--- src/rtl/gdcc_ram.sv ---
// Generic simple dual-port RAM: one write port, one read port with registered data.
// Standalone; no package needed.
`timescale 1ns / 1ps
`default_nettype none

module gdcc_ram #(
  parameter int WIDTH = 16,
  parameter int DEPTH = 256
) (
  input  logic                     clk,
  input  logic                     we,
  input  logic [$clog2(DEPTH)-1:0] waddr,
  input  logic [WIDTH-1:0]         wdata,
  input  logic [$clog2(DEPTH)-1:0] raddr,
  output logic [WIDTH-1:0]         rdata
);

  logic [WIDTH-1:0] mem [DEPTH];

  always_ff @(posedge clk) begin
    if (we) begin
      mem[waddr] <= wdata;
    end
    rdata <= mem[raddr];
  end

endmodule

`default_nettype wire

--- config.mk ---
export PLATFORM = sky130hd
export DESIGN_NAME = gdcc_ram
export DESIGN_NICKNAME = d
export VERILOG_FILES = /design/src/rtl/gdcc_ram.sv
export SDC_FILE = /design/constraint.sdc
export NUM_CORES = 2
export LEC_CHECK = 0
export CAP_MARGIN = 20
export CORE_AREA = 5 5 600 602
export CTS_CLUSTER_DIAMETER = 60
export DETAILED_ROUTE_END_ITERATION = 8
export DIE_AREA = 0 0 605 607
export DONT_BUFFER_PORTS = 1
export PLACE_DENSITY = 0.61
export SLEW_MARGIN = 20
export SYNTH_ARGS = -nofsm -noshare
export SYNTH_HDL_FRONTEND = slang
export SYNTH_SLANG_ARGS = --single-unit
--- constraint.sdc ---
create_clock -name clk -period 2.6 [get_ports clk]
set_input_delay 0 -clock clk [delete_from_list [all_inputs] [get_ports clk]]
set_output_delay 0 -clock clk [all_outputs]
set_load 0.03 [all_outputs]
==> metrics.csv <==
stage;metric;value;unit
placed_design;RD Place Congestion;0.865;
synth;Post-synth EDFFs;4096;
final_layout;layout cells sized above 1;28.1;%
clocking;Setup Fix Bufs, Post-CTS;0;
min_path;Hold WC Path Type;in -> reg;
synth;synthesized area per cell;21.6;um^2
placed_design;IO buf count;0;
final_layout;Nets;8175;
floorplanning;CORE AREA;354000;um^2
grt;initial antenna violation count;24;
pwr;PwrDens;750;nW/um^2
timing;Final Hold Viols;3827;
timing;Tmin final;2.62;ns
placed_design;HPWL after DPL;239000;um
clocking;TritonCTS Buffers;410;
worst_setup_path;critical path endpoint category;flop;
timing;Least-Margin Pin Slew;1.53;ns
clocking;Clock Pin Slew Worst Setup and Hold Paths;0.06;ns
floorplanning;Initial Util;44.8;%
clocking;CTS tree;yes;
final_layout;number of fill cells;27400;
floorplanning;Site Rows;219;
synth;Mapped Nets;7394;
detailed_routing;DR iter-0 viols;11000;
floorplanning;I/O pins;50;
placed_design;Setup Slack @ Placement;-0.862;ns
floorplanning;die width;605;um
timing;Setup violations, final;3;
detailed_routing;wire length per cell;32.4;um
clocking;CTS max path bufs;4;
detailed_routing;number of vias per cell;6.08;
detailed_routing;antenna viol nets, final;0;
synth;FF+latch count, synth;4112;
pwr;P_leak;58.6;nW
timing;final slew viol count;30;
clocking;Sink Count;4112;
final_layout;sequential cell area;123000;um^2
final_layout;most frequent cells in the layout;edfxtp_1 (4,096), mux4_2 (797), buf_4 (683);
worst_setup_path;CP required;3.46;ns
timing;final worst slack;-0.0183;ns
synth;Seq/Total Area, Yosys;77.7;%
floorplanning;Die Y;607;um
final_layout;most common cell after layout, fill and taps aside;edfxtp_1;
outcome;status;finished with violations;
worst_setup_path;Worst Path Arrival;3.48;ns
timing;Rel. slew slack;-1.76;%
final_layout;Multi-input gate area;33100;um^2
worst_setup_path;CP Class;in -> reg;
worst_setup_path;Critical Path Source Type;input pin;
detailed_routing;WL final;428000;um
synth;Mapped Area;159000;um^2
timing;Max Freq;382;MHz
floorplanning;area of the die;367000;um^2
outcome;failing checks;negative hold slack, max-slew violations, negative setup slack;
detailed_routing;via count;80400;
detailed_routing;1st-pass router iterations;6;
synth;Yosys warning count;0;
placed_design;dpl cell area;169000;um^2
grt;first-pass GRT wire length;604000;um
grt;largest net degree at the start of global routing;738;
clocking;Clock Tree Root;clkbuf_16;
timing;final worst-path cycle share;101;%
pwr;VDD IR max;0.595;mV
timing;final hold slack;-0.831;ns
grt;GRT Util Overall;22.9;%
clocking;Clock Latency Late Sink;0.98;ns
timing;RSZ-0062 raised after global routing;yes;
flow_run;max_cap viols;0;
synth;async set-reset flop share out of synthesis;0;%
grt;vias in the first global route;79600;
detailed_routing;DRC;0;
clocking;CTS HTree Levels;5;
grt;Overflow after GRT;0;
synth;Syn Inst Count;7360;
final_layout;Area growth, synth to finish;15.4;%
worst_setup_path;CP Max Fanout;120;
synth;Synth Flop Type;edfxtp_1;
synth;Unique masters post-synth;52;
final_layout;final instance area;183000;um^2
clocking;hold buffers post-CTS;38;
timing;clock skew;0.0631;ns
-- logic make-up after synthesis --
logic type / synth area share [%]
multiplexers: 15.5
flip-flops: 77.7
AND/OR/NAND/NOR: 1.57
buffers and inverters: 1.69
AO/OA/AOI/OAI: 3.54
-- report_power, final --
part | leakage (nW) | switching [mW] | total, mW | internal [mW]
logic | 15.3 | 3.38 | 6.06 | 2.67
clock network | 6.37 | 25.2 | 58.0 | 32.8
registers | 36.9 | 0.261 | 73.4 | 73.1
-- flip-flops by register name (all words and copies together), names as in the netlist --
signal	count
rdata	16
mem	4096
-- final timing paths --
kind | startpoint | cells past startpoint | to | slack, ns
max | raddr[1] | 11 | rdata[1] | -0.02
max reg2reg | mem[59][1] | 6 | rdata[1] | -0.02
min | wdata[14] | 0 | mem[115][14] | -0.83
min reg2reg | mem[202][9] | 6 | rdata[9] | 1.04
-- through the flow --
step / hold WS (ns) / power (mW) / utilization, % / setup TNS (ns) / instances
2_1_floorplan: 0.0989 / 78.2 / - / 0 / 7360
3_3_place_gp: 0.151 / 80.2 / 47.8 / -9.64 / 12400
3_5_place_dp: 0.157 / 80.3 / 47.8 / -8.36 / 12400
4_1_cts: -0.903 / 138 / 51.6 / 0 / 13200
5_1_grt: -0.872 / 141 / 51.7 / -0.0708 / 13200
6_report: -0.831 / 137 / 51.7 / -0.0340 / 13200
-- metal layers --
metal | GRT usage, % | up-vias | part of all wire (%) | routed length [um]
met5 | 0 | - | 0.0019 | 8
met1 | 32.5 | 42900 | 40 | 170000
met3 | 4.68 | 687 | 9.5 | 40800
li1 | - | 32900 | - | -
met4 | 8.26 | 2 | 4.0 | 17200
met2 | 35.7 | 3978 | 47 | 200000
-- final cells by class --
class | instances | area share, %
diodes | 12 | 0.0164
clock buffers | 501 | 5.82
clock inverters | 241 | 1.35
inverters | 4 | 0.0150
multi-input cells | 2792 | 18.1
flip-flops and latches | 4112 | 67.3
well taps | 4751 | 3.24
repair buffers | 821 | 4.18
-- critical path, stage by stage --
cell,delay [ns]
buf_16,0.33
buf_16,0.31
nand2b_4,0.14
buf_12,0.20
buf_4,0.19
buf_4,0.24
o221ai_1,0.34
o21ai_0,0.22
a22oi_2,0.42
nand4_1,0.55
nor4_2,0.30
-- timing repair --
action,in CTS,in global routing
hold endpoints to repair,7760,4096
cloned,0,3
gates resized for setup,12,14
pin swaps,1,2
setup endpoints to repair,5,32
-- synth_stat cells, types with 2 or more instances --
master     number  share of area (%)
nand4b_1        3              0.017
clkbuf_1      230               0.54
nor2_1        304               0.72
o221ai_1      252                1.4
or3_1           2             0.0079
mux2i_1       565                3.6
nand3_1        35               0.11
or2_2           4              0.016
buf_2          76               0.24
a221oi_1       28               0.15
a21oi_1       175               0.55
o21ai_0        37               0.12
inv_1           3             0.0071
buf_8          11               0.10
mux2_2         88               0.62
mux4_2        797                 11
nand2_1        38              0.090
a31oi_1         6              0.024
a22o_1         32               0.18
nor2b_1         9              0.035
nor4bb_1        2              0.013
and3_1         11              0.043
dfxtp_1        16               0.20
nand2b_1        3              0.012
edfxtp_1     4096                 77
a22oi_1        43               0.20
o22ai_1       148               0.58
o31ai_1        16              0.076
buf_4          26               0.12
buf_12          5              0.063
nor3_1         92               0.29
a2111oi_0       6              0.033
and4_1          2              0.011
a211oi_1       18              0.085
a21o_1          2             0.0095
buf_1          27              0.064
nor4_1         17              0.067
o32ai_1        20               0.11
buf_6          77               0.55
nand4_1        26               0.10
(Power assumes the default switching activity.)
