--- config.mk ---
export PLATFORM = sky130hd
export DESIGN_NAME = gdcc_seq
export DESIGN_NICKNAME = d
export VERILOG_FILES = /design/src/rtl/gdcc_pkg.sv /design/src/rtl/gdcc_seq.sv
export SDC_FILE = /design/constraint.sdc
export NUM_CORES = 1
export LEC_CHECK = 0
export ABC_AREA = 1
export BUFFER_PORTS_ARGS = -buffer_cell sky130_fd_sc_hd__buf_2
export CORE_AREA = 2 2 39 41
export DETAILED_ROUTE_END_ITERATION = 10
export DIE_AREA = 0 0 41 43
export GPL_ROUTABILITY_DRIVEN = 0
export PLACE_DENSITY = 0.54
export SYNTH_ARGS = -nofsm -noshare
export SYNTH_HDL_FRONTEND = slang
export SYNTH_SLANG_ARGS = --single-unit
--- constraint.sdc ---
create_clock -name clk -period 1.3 [get_ports clk]
set_input_delay 0.065 -clock clk [delete_from_list [all_inputs] [get_ports clk]]
set_output_delay 0.065 -clock clk [all_outputs]
set_load 0.005 [all_outputs]
--- src/rtl/gdcc_pkg.sv ---
// Shared constants, codes and types for the gated depthwise causal convolution block.
// Depends on nothing; every other file but gdcc_ram imports it.
`timescale 1ns / 1ps
`default_nettype none

package gdcc_pkg;

  localparam int DATA_WIDTH   = 16;
  localparam int FRAC_BITS    = 12;
  localparam int MAX_CHANNELS = 256;
  localparam int MAX_TAPS     = 4;
  localparam int MIN_TAPS     = 2;
  localparam int HIST_DEPTH   = MAX_TAPS - 1;

  localparam int CH_W        = 8;
  localparam int TAP_W       = $clog2(MAX_TAPS);
  localparam int CHANS_CFG_W = 9;
  localparam int TAPS_CFG_W  = 3;
  localparam int CFG_DATA_W  = 9;
  localparam int CFG_IDX_W   = 1;

  localparam int CH_ADDR_W = $clog2(MAX_CHANNELS);
  localparam int WT_DEPTH  = MAX_CHANNELS * MAX_TAPS;
  localparam int WT_ADDR_W = $clog2(WT_DEPTH);
  localparam int HIST_W    = HIST_DEPTH * DATA_WIDTH;

  localparam int PROD_W     = 2 * DATA_WIDTH;
  localparam int GATE_RND_W = PROD_W + 1 - FRAC_BITS;
  localparam int ACC_W      = PROD_W + $clog2(MAX_TAPS) + 1;
  localparam int ACC_RND_W  = ACC_W - FRAC_BITS;
  localparam int MUL_W      = DATA_WIDTH + ACC_RND_W;
  localparam int ROUND_HALF = 1 << (FRAC_BITS - 1);

  localparam logic signed [DATA_WIDTH-1:0] DATA_MAX = {1'b0, {(DATA_WIDTH-1){1'b1}}};
  localparam logic signed [DATA_WIDTH-1:0] DATA_MIN = {1'b1, {(DATA_WIDTH-1){1'b0}}};

  localparam logic FUNC_WEIGHT = 1'b0;
  localparam logic FUNC_SAMPLE = 1'b1;

  typedef enum logic [CFG_IDX_W-1:0] {
    CFG_CHANNELS = 1'b0,
    CFG_TAPS     = 1'b1
  } gdcc_cfg_reg_t;

  typedef enum logic [2:0] {
    ST_IDLE,
    ST_GATE,
    ST_TAP,
    ST_ACC,
    ST_SCALE,
    ST_DONE
  } gdcc_state_t;

  typedef enum logic [1:0] {
    OP_GATE,
    OP_TAP,
    OP_SCALE
  } gdcc_op_t;

  typedef struct packed {
    gdcc_op_t         op;
    logic             mul_en;
    logic             acc_init;
    logic             acc_add;
    logic             bx_load;
    logic             use_bx;
    logic             finish;
    logic [TAP_W-1:0] tap;
  } gdcc_ctrl_t;

endpackage

`default_nettype wire

--- src/rtl/gdcc_seq.sv ---
// Sequencer: steps one sample transaction through gate, taps, accumulate, scale, done.
// Depends on gdcc_pkg.
`timescale 1ns / 1ps
`default_nettype none

module gdcc_seq import gdcc_pkg::*; (
  input  logic             clk,
  input  logic             rst_n,
  input  logic             start,
  input  logic [TAP_W-1:0] hist_len,
  input  logic             out_free,
  output logic             idle,
  output gdcc_ctrl_t       ctrl
);

  gdcc_state_t      state_r, state_nxt;
  logic [TAP_W-1:0] tap_r, tap_nxt;
  logic             last_tap;

  assign last_tap = (tap_r == hist_len);

  always_ff @(posedge clk) begin
    if (!rst_n) begin
      state_r <= ST_IDLE;
      tap_r   <= '0;
    end else begin
      state_r <= state_nxt;
      tap_r   <= tap_nxt;
    end
  end

  always_comb begin
    state_nxt = state_r;
    tap_nxt   = tap_r;
    unique case (state_r)
      ST_IDLE: begin
        if (start) begin
          state_nxt = ST_GATE;
        end
      end
      ST_GATE: begin
        state_nxt = ST_TAP;
        tap_nxt   = '0;
      end
      ST_TAP: begin
        if (last_tap) begin
          state_nxt = ST_ACC;
        end else begin
          tap_nxt = tap_r + TAP_W'(1);
        end
      end
      ST_ACC: begin
        state_nxt = ST_SCALE;
      end
      ST_SCALE: begin
        state_nxt = ST_DONE;
      end
      ST_DONE: begin
        if (out_free) begin
          state_nxt = ST_IDLE;
        end
      end
      default: begin
        state_nxt = ST_IDLE;
      end
    endcase
  end

  always_comb begin
    ctrl     = '0;
    ctrl.op  = OP_GATE;
    ctrl.tap = tap_r;
    idle     = 1'b0;
    unique case (state_r)
      ST_IDLE: begin
        idle = 1'b1;
      end
      ST_GATE: begin
        ctrl.mul_en = 1'b1;
      end
      ST_TAP: begin
        ctrl.op       = OP_TAP;
        ctrl.mul_en   = 1'b1;
        ctrl.acc_init = (tap_r == '0);
        ctrl.acc_add  = (tap_r != '0);
        ctrl.bx_load  = (tap_r == '0);
        ctrl.use_bx   = last_tap;
      end
      ST_ACC: begin
        ctrl.acc_add = 1'b1;
      end
      ST_SCALE: begin
        ctrl.op     = OP_SCALE;
        ctrl.mul_en = 1'b1;
      end
      ST_DONE: begin
        ctrl.finish = out_free;
      end
      default: begin
        idle = 1'b0;
      end
    endcase
  end

endmodule

`default_nettype wire

==> impl_metrics.yaml <==
timing:
  setup_tns_ns: 0
  setup_viol: 0
  worst_slew_pin_slew_ns: 0.1590
  fin_skew_ns: 0.001680
  drv_slew: 0
  hold_viol_final: 0
  slew_headroom: 0.8929
  max_freq_mhz: 813.7
  period_minus_slack_ns: 1.229
  period_share: 0.9453
setup_path:
  r2r_end: "tap_r[1]$_SDFFE_PN0P_"
  crit_family: "flip-flops"
  startpoint: "state_r[0]$_SDFFE_PN0P_"
  crit_path_cell_trace: "nand2_1, nand2_1, nor2_4, inv_1, o21ai_0, buf_2"
  crit_cells: 6
  slowest_stage: "dfxtp_2"
  critPathLaunchType: "flip-flop"
  path_class: "reg2out"
  cp_common_cell: "nand2_1"
  cp-end-kind: "primary output"
  arrival_ns: 1.16
  worstReg2RegStart: "tap_r[1]$_SDFFE_PN0P_"
  r2r_slack_ns: 0.27
  reg2reg_depth: 4
  cp.required_ns: 1.24
  crit_end: "ctrl[7]"
  cp_max_fo: 6
  cp_num_buf_inv: 2
  max_stage_delay_ns: 0.41
synth:
  synth_xor_area_frac: 0
  synth_mux_area_frac: 0
  synthSimpleGateAreaFrac: 0.4310
  netlist_instances: 61
  netlist_area_um2: 371.6
  avgSynthCellArea_um2: 6.092
  ys_seq_elements: 5
  synth_nets: 68
  synth_cell_types: 16
  synth-compound-area-share: 0.1044
  yosys_warnings: 0
  seq_area_frac_synth: 0.2694
  synth_fa_ha_area_frac: 0.03367
  synth_top_family_by_area: "simple AND/OR/NAND/NOR gates"
pwr:
  cellLeakagePower_nw: 0.2874
  internal-power_mw: 0.4301
  swShare: 0.3909
  switching_power_mw: 0.2761
  powerDensity_nw_per_um2: 1397
  pwr-share-seq: 0.311
  p_comb_frac: 0.430
  p_clk_frac: 0.259
  ir_drop_uv: 393.9
global_routing:
  grt_pass1_wl_um: 1248
  antenna_found_initial: 0
  track_usage: 0.1127
  grt_start_max_net_pins: 7
  grt_overflow: 0
  grt_pass1_vias: 355
floorplanning:
  die_w_um: 41
  start_util: 0.2685
  ios: 17
  floorplan.rows: 14
  fp.dieArea_um2: 1763
  coreArea_um2: 1384
  die_height_um: 43
routing:
  vias: 405
  wl_um: 760
  drc: 0
  wl_per_cell_um: 7.835
  first_iter_violations: 0
  first_pass_iters: 1
  ant_nets: 0
  routed_via_density: 4.175
cts:
  clkSinkCount: 5
  cts_max_path_buffers: 2
  clk_pin_slew_worst_paths_ns: 0.04
  cts_tree: "built"
  cts_buffers: 3
  h-tree-depth: 1
  clkLatencyLatePin_ns: 0.25
  root_buffer: "clkbuf_4"
placement:
  portBuffers: 16
  place_area_um2: 464.2
  dpl.hpwl_um: 611.5
run:
  maxCapViolations: 0
cells_and_area:
  fill_cells: 159
  final_common_cell: "buf_2"
  multi_input_area_um2: 216.5
  n_antenna_cell: 0
  drive_gt1_frac: 0.3827
  fin_nets: 89
  area.growth.synth_to_final_pct: 36.03
  mostFrequentLayoutCells: "buf_2, nand2_1, inv_1"
  seqCellArea_um2: 102.6
  fin_area_um2: 505.5
hold_path:
  hold_path.class: "in2reg"
status:
  status: "finished, final reports clean"
==> stage by stage <==
step / setup slack [ns] / power [mW] / util / hold WS, ns / cells
after floorplan: 0.3081 / 0.4248 / - / 0.1908 / 61
after global placement: 0.2523 / 0.5123 / 0.3354 / 0.3140 / 92
after detailed placement: 0.2389 / 0.5118 / 0.3354 / 0.3220 / 92
after CTS: 0.05001 / 0.6991 / 0.3553 / 0.06709 / 96
after global routing: -0.002608 / 0.7716 / 0.3653 / 0.07480 / 97
final: 0.07109 / 0.7061 / 0.3653 / 0.06901 / 97
==> kinds of logic after synthesis <==
| logic type | after synthesis |
|---|---|
| DFF | 5 |
| and+or+nand+nor | 33 |
| AOI/OAI and AO/OA | 7 |
| adders and majority gates | 1 |
| buffers and inverters | 15 |
==> power groups by stage <==
stage	sequential (mW)	combinational [mW]	clock, mW
detailed placement	0.214	0.298	0
floorplan	0.209	0.215	0
finish	0.219	0.304	0.183
global route	0.225	0.352	0.195
global placement	0.212	0.300	0
CTS	0.213	0.300	0.186
==> how the worst min path moves through the flow <==
stage,slack [ns],end,startpoint,cells after the start
2_1_floorplan,0.19,tap_r[0]$_SDFFE_PN0P_,rst_n,2
6_report,0.07,tap_r[0]$_SDFFE_PN0P_,rst_n,3
3_5_place_dp,0.32,tap_r[0]$_SDFFE_PN0P_,rst_n,3
5_1_grt,0.07,tap_r[0]$_SDFFE_PN0P_,rst_n,3
4_1_cts,0.07,tap_r[0]$_SDFFE_PN0P_,rst_n,3
3_3_place_gp,0.31,tap_r[0]$_SDFFE_PN0P_,rst_n,3
==> Yosys cell counts <==
| cell | instances | area [um^2] |
|---|---|---|
| o21ai_0 | 2 | 10.01 |
| a21oi_1 | 4 | 20.02 |
| a21oi_2 | 1 | 8.760 |
| inv_2 | 1 | 3.750 |
| nand2_2 | 3 | 18.77 |
| nor2_4 | 2 | 22.52 |
| ha_1 | 1 | 12.51 |
| nand3_1 | 2 | 10.01 |
| nand4_1 | 1 | 6.260 |
| nor2_2 | 1 | 6.260 |
| nand3_2 | 1 | 10.01 |
| buf_4 | 1 | 7.510 |
| nor2_1 | 9 | 33.78 |
| dfxtp_1 | 5 | 100.1 |
| nand2_1 | 14 | 52.55 |
| inv_1 | 13 | 48.80 |
==> final cells by class <==
type	count	share of cell area
timing repair buffer	17	0.1733
sequential	5	0.2030
inverter	14	0.1040
tap	16	0.03960
multi-input combinational	41	0.4282
clock buffer	4	0.05198
==> state kept, by name, indices dropped and copies added, names as in the netlist <==
signal	cells
state_r	3
tap_r	2
==> per-layer routing <==
layer	part of all wire	up-vias	GRT usage	routed length, um
li1	-	221	-	-
met1	0.41	172	0.1036	308
met2	0.51	9	0.1750	391
met3	0.049	3	0.03141	37
met4	0.030	0	0.1200	23
met5	0	-	0	0
==> repair_timing <==
action,in CTS,in global routing
endpoints found under the setup margin,1,2
hold buffers,0,0
setup buffers,0,1
gates resized for setup,1,2
==> tightest hold or removal path: stages <==
cell and delay (ns):
buf_2 0.11, nand2_1 0.06, nor2_1 0.04
(Power assumes the default switching activity.)
