### src/rtl/gdcc_pkg.sv
// Shared constants, codes and types for the gated depthwise causal convolution block.
// Depends on nothing; every other file but gdcc_ram imports it.
`timescale 1ns / 1ps
`default_nettype none

package gdcc_pkg;

  localparam int DATA_WIDTH   = 16;
  localparam int FRAC_BITS    = 12;
  localparam int MAX_CHANNELS = 256;
  localparam int MAX_TAPS     = 4;
  localparam int MIN_TAPS     = 2;
  localparam int HIST_DEPTH   = MAX_TAPS - 1;

  localparam int CH_W        = 8;
  localparam int TAP_W       = $clog2(MAX_TAPS);
  localparam int CHANS_CFG_W = 9;
  localparam int TAPS_CFG_W  = 3;
  localparam int CFG_DATA_W  = 9;
  localparam int CFG_IDX_W   = 1;

  localparam int CH_ADDR_W = $clog2(MAX_CHANNELS);
  localparam int WT_DEPTH  = MAX_CHANNELS * MAX_TAPS;
  localparam int WT_ADDR_W = $clog2(WT_DEPTH);
  localparam int HIST_W    = HIST_DEPTH * DATA_WIDTH;

  localparam int PROD_W     = 2 * DATA_WIDTH;
  localparam int GATE_RND_W = PROD_W + 1 - FRAC_BITS;
  localparam int ACC_W      = PROD_W + $clog2(MAX_TAPS) + 1;
  localparam int ACC_RND_W  = ACC_W - FRAC_BITS;
  localparam int MUL_W      = DATA_WIDTH + ACC_RND_W;
  localparam int ROUND_HALF = 1 << (FRAC_BITS - 1);

  localparam logic signed [DATA_WIDTH-1:0] DATA_MAX = {1'b0, {(DATA_WIDTH-1){1'b1}}};
  localparam logic signed [DATA_WIDTH-1:0] DATA_MIN = {1'b1, {(DATA_WIDTH-1){1'b0}}};

  localparam logic FUNC_WEIGHT = 1'b0;
  localparam logic FUNC_SAMPLE = 1'b1;

  typedef enum logic [CFG_IDX_W-1:0] {
    CFG_CHANNELS = 1'b0,
    CFG_TAPS     = 1'b1
  } gdcc_cfg_reg_t;

  typedef enum logic [2:0] {
    ST_IDLE,
    ST_GATE,
    ST_TAP,
    ST_ACC,
    ST_SCALE,
    ST_DONE
  } gdcc_state_t;

  typedef enum logic [1:0] {
    OP_GATE,
    OP_TAP,
    OP_SCALE
  } gdcc_op_t;

  typedef struct packed {
    gdcc_op_t         op;
    logic             mul_en;
    logic             acc_init;
    logic             acc_add;
    logic             bx_load;
    logic             use_bx;
    logic             finish;
    logic [TAP_W-1:0] tap;
  } gdcc_ctrl_t;

endpackage

`default_nettype wire

### src/rtl/gdcc_mac.sv
// Shared multiplier, accumulator and round/saturate logic for one sample transaction.
// Depends on gdcc_pkg; steered by the gdcc_seq control struct.
`timescale 1ns / 1ps
`default_nettype none

module gdcc_mac import gdcc_pkg::*; (
  input  logic                         clk,
  input  gdcc_ctrl_t                   ctrl,
  input  logic signed [DATA_WIDTH-1:0] gate_in,
  input  logic signed [DATA_WIDTH-1:0] sample,
  input  logic signed [DATA_WIDTH-1:0] gate_out,
  input  logic signed [DATA_WIDTH-1:0] weight,
  input  logic signed [DATA_WIDTH-1:0] hist_tap,
  output logic signed [DATA_WIDTH-1:0] bx,
  output logic                         bx_clip,
  output logic signed [DATA_WIDTH-1:0] y,
  output logic                         y_clip
);

  logic signed [DATA_WIDTH-1:0] op_a;
  logic signed [ACC_RND_W-1:0]  op_b;
  logic signed [MUL_W-1:0]      prod_r;
  logic signed [ACC_W-1:0]      acc_r;
  logic signed [DATA_WIDTH-1:0] bx_r;
  logic                         bx_clip_r;

  logic signed [PROD_W:0]               gate_sum;
  logic signed [GATE_RND_W-1:0]         gate_rnd;
  logic signed [DATA_WIDTH-1:0]         bx_nxt;
  logic                                 bx_clip_nxt;
  logic signed [MUL_W-1:0]              fin_sum;
  logic signed [MUL_W-FRAC_BITS-1:0]    fin_rnd;

  always_comb begin
    unique case (ctrl.op)
      OP_GATE: begin
        op_a = gate_in;
        op_b = ACC_RND_W'(sample);
      end
      OP_TAP: begin
        op_a = weight;
        op_b = ctrl.use_bx ? ACC_RND_W'(bx_r) : ACC_RND_W'(hist_tap);
      end
      OP_SCALE: begin
        op_a = gate_out;
        op_b = $signed(acc_r[ACC_W-1:FRAC_BITS]);
      end
      default: begin
        op_a = gate_in;
        op_b = ACC_RND_W'(sample);
      end
    endcase
  end

  // round half up, then clip the gated sample
  always_comb begin
    gate_sum    = (PROD_W+1)'($signed(prod_r[PROD_W-1:0])) + (PROD_W+1)'(ROUND_HALF);
    gate_rnd    = gate_sum[PROD_W:FRAC_BITS];
    bx_clip_nxt = 1'b0;
    if (gate_rnd > DATA_MAX) begin
      bx_nxt      = DATA_MAX;
      bx_clip_nxt = 1'b1;
    end else if (gate_rnd < DATA_MIN) begin
      bx_nxt      = DATA_MIN;
      bx_clip_nxt = 1'b1;
    end else begin
      bx_nxt = DATA_WIDTH'(gate_rnd);
    end
  end

  always_comb begin
    fin_sum = prod_r + MUL_W'(ROUND_HALF);
    fin_rnd = fin_sum[MUL_W-1:FRAC_BITS];
    y_clip  = 1'b0;
    if (fin_rnd > DATA_MAX) begin
      y      = DATA_MAX;
      y_clip = 1'b1;
    end else if (fin_rnd < DATA_MIN) begin
      y      = DATA_MIN;
      y_clip = 1'b1;
    end else begin
      y = DATA_WIDTH'(fin_rnd);
    end
  end

  // accumulator starts at half an LSB so the final shift rounds
  always_ff @(posedge clk) begin
    if (ctrl.mul_en) begin
      prod_r <= op_a * op_b;
    end
    if (ctrl.acc_init) begin
      acc_r <= ACC_W'(ROUND_HALF);
    end else if (ctrl.acc_add) begin
      acc_r <= acc_r + ACC_W'(prod_r);
    end
    if (ctrl.bx_load) begin
      bx_r      <= bx_nxt;
      bx_clip_r <= bx_clip_nxt;
    end
  end

  assign bx      = bx_r;
  assign bx_clip = bx_clip_r;

endmodule

`default_nettype wire

### config.mk
export PLATFORM = sky130hd
export DESIGN_NAME = gdcc_mac
export DESIGN_NICKNAME = d
export VERILOG_FILES = /design/src/rtl/gdcc_pkg.sv /design/src/rtl/gdcc_mac.sv
export SDC_FILE = /design/constraint.sdc
export NUM_CORES = 1
export LEC_CHECK = 0
export ABC_AREA = 1
export BUFFER_PORTS_ARGS = -buffer_cell sky130_fd_sc_hd__buf_2
export CAP_MARGIN = 20
export CORE_MARGIN = 5
export CORE_UTILIZATION = 55
export DETAILED_ROUTE_END_ITERATION = 6
export PLACE_DENSITY = 0.83
export SYNTH_ARGS = -nofsm -noshare
export SYNTH_HDL_FRONTEND = slang
export SYNTH_SLANG_ARGS = --single-unit
### constraint.sdc
create_clock -name clk -period 13.6 [get_ports clk]
set_input_delay 0 -clock clk [delete_from_list [all_inputs] [get_ports clk]]
set_output_delay 0 -clock clk [all_outputs]
set_load 0.05 [all_outputs]
==> out/summary.txt <==
Startpoint Class: input pin
Clock transition at path regs: 80 ps
Synth Area per Inst: 7.44 um2
Synth Net Count: 3397
minimum clock period after layout: 8450 ps
WP data arrival: 8640 ps
period utilization: 0.621
post-detail-place hpwl: 57100 um
CTS Buf Count: 9
outcome: completed
Reg-to-Reg Start: bx[15]
WP data required: 13780 ps
H-Tree Depth: 3
first-pass iteration count of the detailed router: 6
CTS Hold Bufs: 0
distinct cell type count after synthesis: 42
Wirelength per Cell: 19.5 um
area of the core: 0.0376 mm2
Worst slew margin: 0.259
hold_ws: 87.7 ps
# setup viols final: 0
Netlist Area Pre-Place: 0.0209 mm2
Max clock buf depth: 2
DR iter-0 viols: 1877
vias per cell: 5.54
layout net count: 3488
setup ws final: 5150 ps
post_cts resized: 0
vias: 19000
Synth Register Bits: 91
initial antenna violation count: 1
DIE AREA: 0.0420 mm2
DIE HEIGHT: 205 um
Rows: 71
unrepaired setup endpoints after global routing: no
Max Cap Violations: 0
crit path from: ctrl[8]
clk_skew: 15.8 ps
pin slew with the least headroom to its limit: 1110 ps
DIE WIDTH: 205 um
All-Layer GR Usage: 0.323
Peak Freq: 0.118 GHz
clk_lat worst skew: 360 ps
CP Max Fanout: 53
fillcell total: 3468
Total Wirelength: 66700 um
Placement Setup Slack: 4910 ps
Worst Hold Class: input pin to flop
number of global-route vias before repair: 19300
Hold Path Origin: ctrl[4]
CP endpoint kind: flop
Gate Count Post-Synth: 2812
TNS Setup: 0 ps
share of cells above drive strength 1: 0.0664
Final Slew Violations: 0
RD Place Congestion: 1.03
largest net degree at the start of global routing: 54
Residual DRC: 0
post-route ant nets: 0
CTS tree: built
clock sink count: 91
port bufs: 121
GRT Residual Overflow: 0
crit path kind: input pin to flop
first-pass GRT wire length: 105000 um
sequential area share after synthesis: 0.114
Ports: 125
Fin. Hold Viols: 0
Clock Tree Root: clkbuf_16
area delta synth->final: 6.92%
postcts setup bufs: 0
Initial Utilization: 0.556
Syn. warnings: 0
==> logic make-up after synthesis <==
| group | Yosys count | synth area share |
|---|---|---|
| fa+ha+maj | 494 | 0.425 |
| flops | 91 | 0.114 |
| compound gates | 297 | 0.0839 |
| simple gates | 1116 | 0.212 |
| xor+xnor | 71 | 0.0297 |
| buf+inv | 743 | 0.135 |
==> path summary, 6_finish.rpt <==
check                     to  slack [ps]  cells after the start
setup / recovery  prod_r[36]        5150                     25
hold / removal        bx[14]          90                      1
setup reg to reg  prod_r[36]        5540                     23
hold reg to reg    acc_r[11]         500                      2
==> metal layers <==
| layer | share of wire | global-route usage | up-vias |
|---|---|---|---|
| met1 | 0.40 | 0.433 | 9146 |
| li1 | - | - | 8633 |
| met4 | 0.045 | 0.120 | 0 |
| met5 | 0 | 0 | - |
| met2 | 0.45 | 0.520 | 1001 |
| met3 | 0.10 | 0.0681 | 179 |
==> through the flow <==
step | cell area [um2] | std cells | utilization
finish | 22400 | 3420 | 0.595
global route | 22400 | 3420 | 0.595
CTS | 22300 | 3417 | 0.595
detailed placement | 22000 | 3401 | 0.587
global placement | 22000 | 3401 | 0.587
floorplan | 20900 | 2812 | -
==> flip-flops by register name, summed over array words and instances (netlist names) <==
name,count
bx,16
acc_r,35
bx_clip,1
prod_r,39
==> critical path, cell delays in order <==
cell and delay (ps):
buf_2 90, inv_1 40, ha_1 520, inv_2 800
nor2_1 120, a31oi_1 840, inv_1 430, nor2_1 370
fa_1 660, fa_1 970, fa_1 520, fa_1 470
fa_1 550, inv_1 50, fa_1 580, inv_1 60
ha_1 410, nand2_1 130, nor2_1 120, inv_1 70
nor2_1 160, and3_1 200, nand4_1 80, nand3_1 150
xor2_1 210
==> layout by cell type, fill, tap and decap left out, types with 7 or more instances in the layout <==
cell type,Yosys,routed
inv_1,666,666
o21ai_1,11,15
dfxtp_1,35,35
a21oi_1,108,108
nor2_1,367,367
buf_4,2,24
nor3_1,9,9
o221ai_1,13,13
nand3b_1,7,7
o21ai_2,11,12
o21bai_1,12,12
fa_1,361,361
edfxtp_1,56,56
nand4_1,13,13
buf_2,11,121
a21o_1,12,12
xnor2_1,28,28
nand3_1,76,76
ha_1,133,133
nand2_1,623,623
a221o_1,15,15
clkbuf_16,0,9
o211ai_1,8,8
xor2_1,43,43
o21ai_0,93,88
a31oi_1,10,10
==> synthesized netlist by cell type (all sizes together) <==
master | count | area [um2]
o21a | 1 | 7.51
clkbuf | 50 | 188
ha | 133 | 1660
inv | 670 | 2510
buf | 17 | 108
nand4 | 13 | 81.3
o221ai | 13 | 114
nor2 | 371 | 1410
nand3 | 76 | 380
o21bai | 12 | 90.1
xnor2 | 28 | 245
or2 | 3 | 18.8
fa | 361 | 7230
nand2 | 628 | 2370
a221o | 15 | 150
a21boi | 1 | 7.51
a31oi | 10 | 62.6
o21ai | 115 | 617
o211ai | 8 | 60.1
nand3b | 7 | 52.6
xor2 | 43 | 377
and3 | 1 | 6.26
a21oi | 108 | 541
o31ai | 1 | 7.51
edfxtp | 56 | 1680
clkinv | 6 | 22.5
a21o | 12 | 90.1
nor4 | 5 | 31.3
a22o | 1 | 8.76
nor3 | 12 | 75.1
dfxtp | 35 | 701
==> final cells by class <==
type                       instances  area [um2]  share of cell area
timing repair buffer             147         801              0.0358
antenna                            1        2.50            0.000112
tap                              511         639              0.0286
multi-input combinational       1978       15700               0.702
clock inverter                     6        57.6             0.00257
clock buffer                      10         239              0.0107
inverter                         676        2540               0.113
sequential                        91        2380               0.107
Power is left out: the tool's default activity adds up to more than one toggle a clock period on the data nets, which glitch-free logic cannot reach.
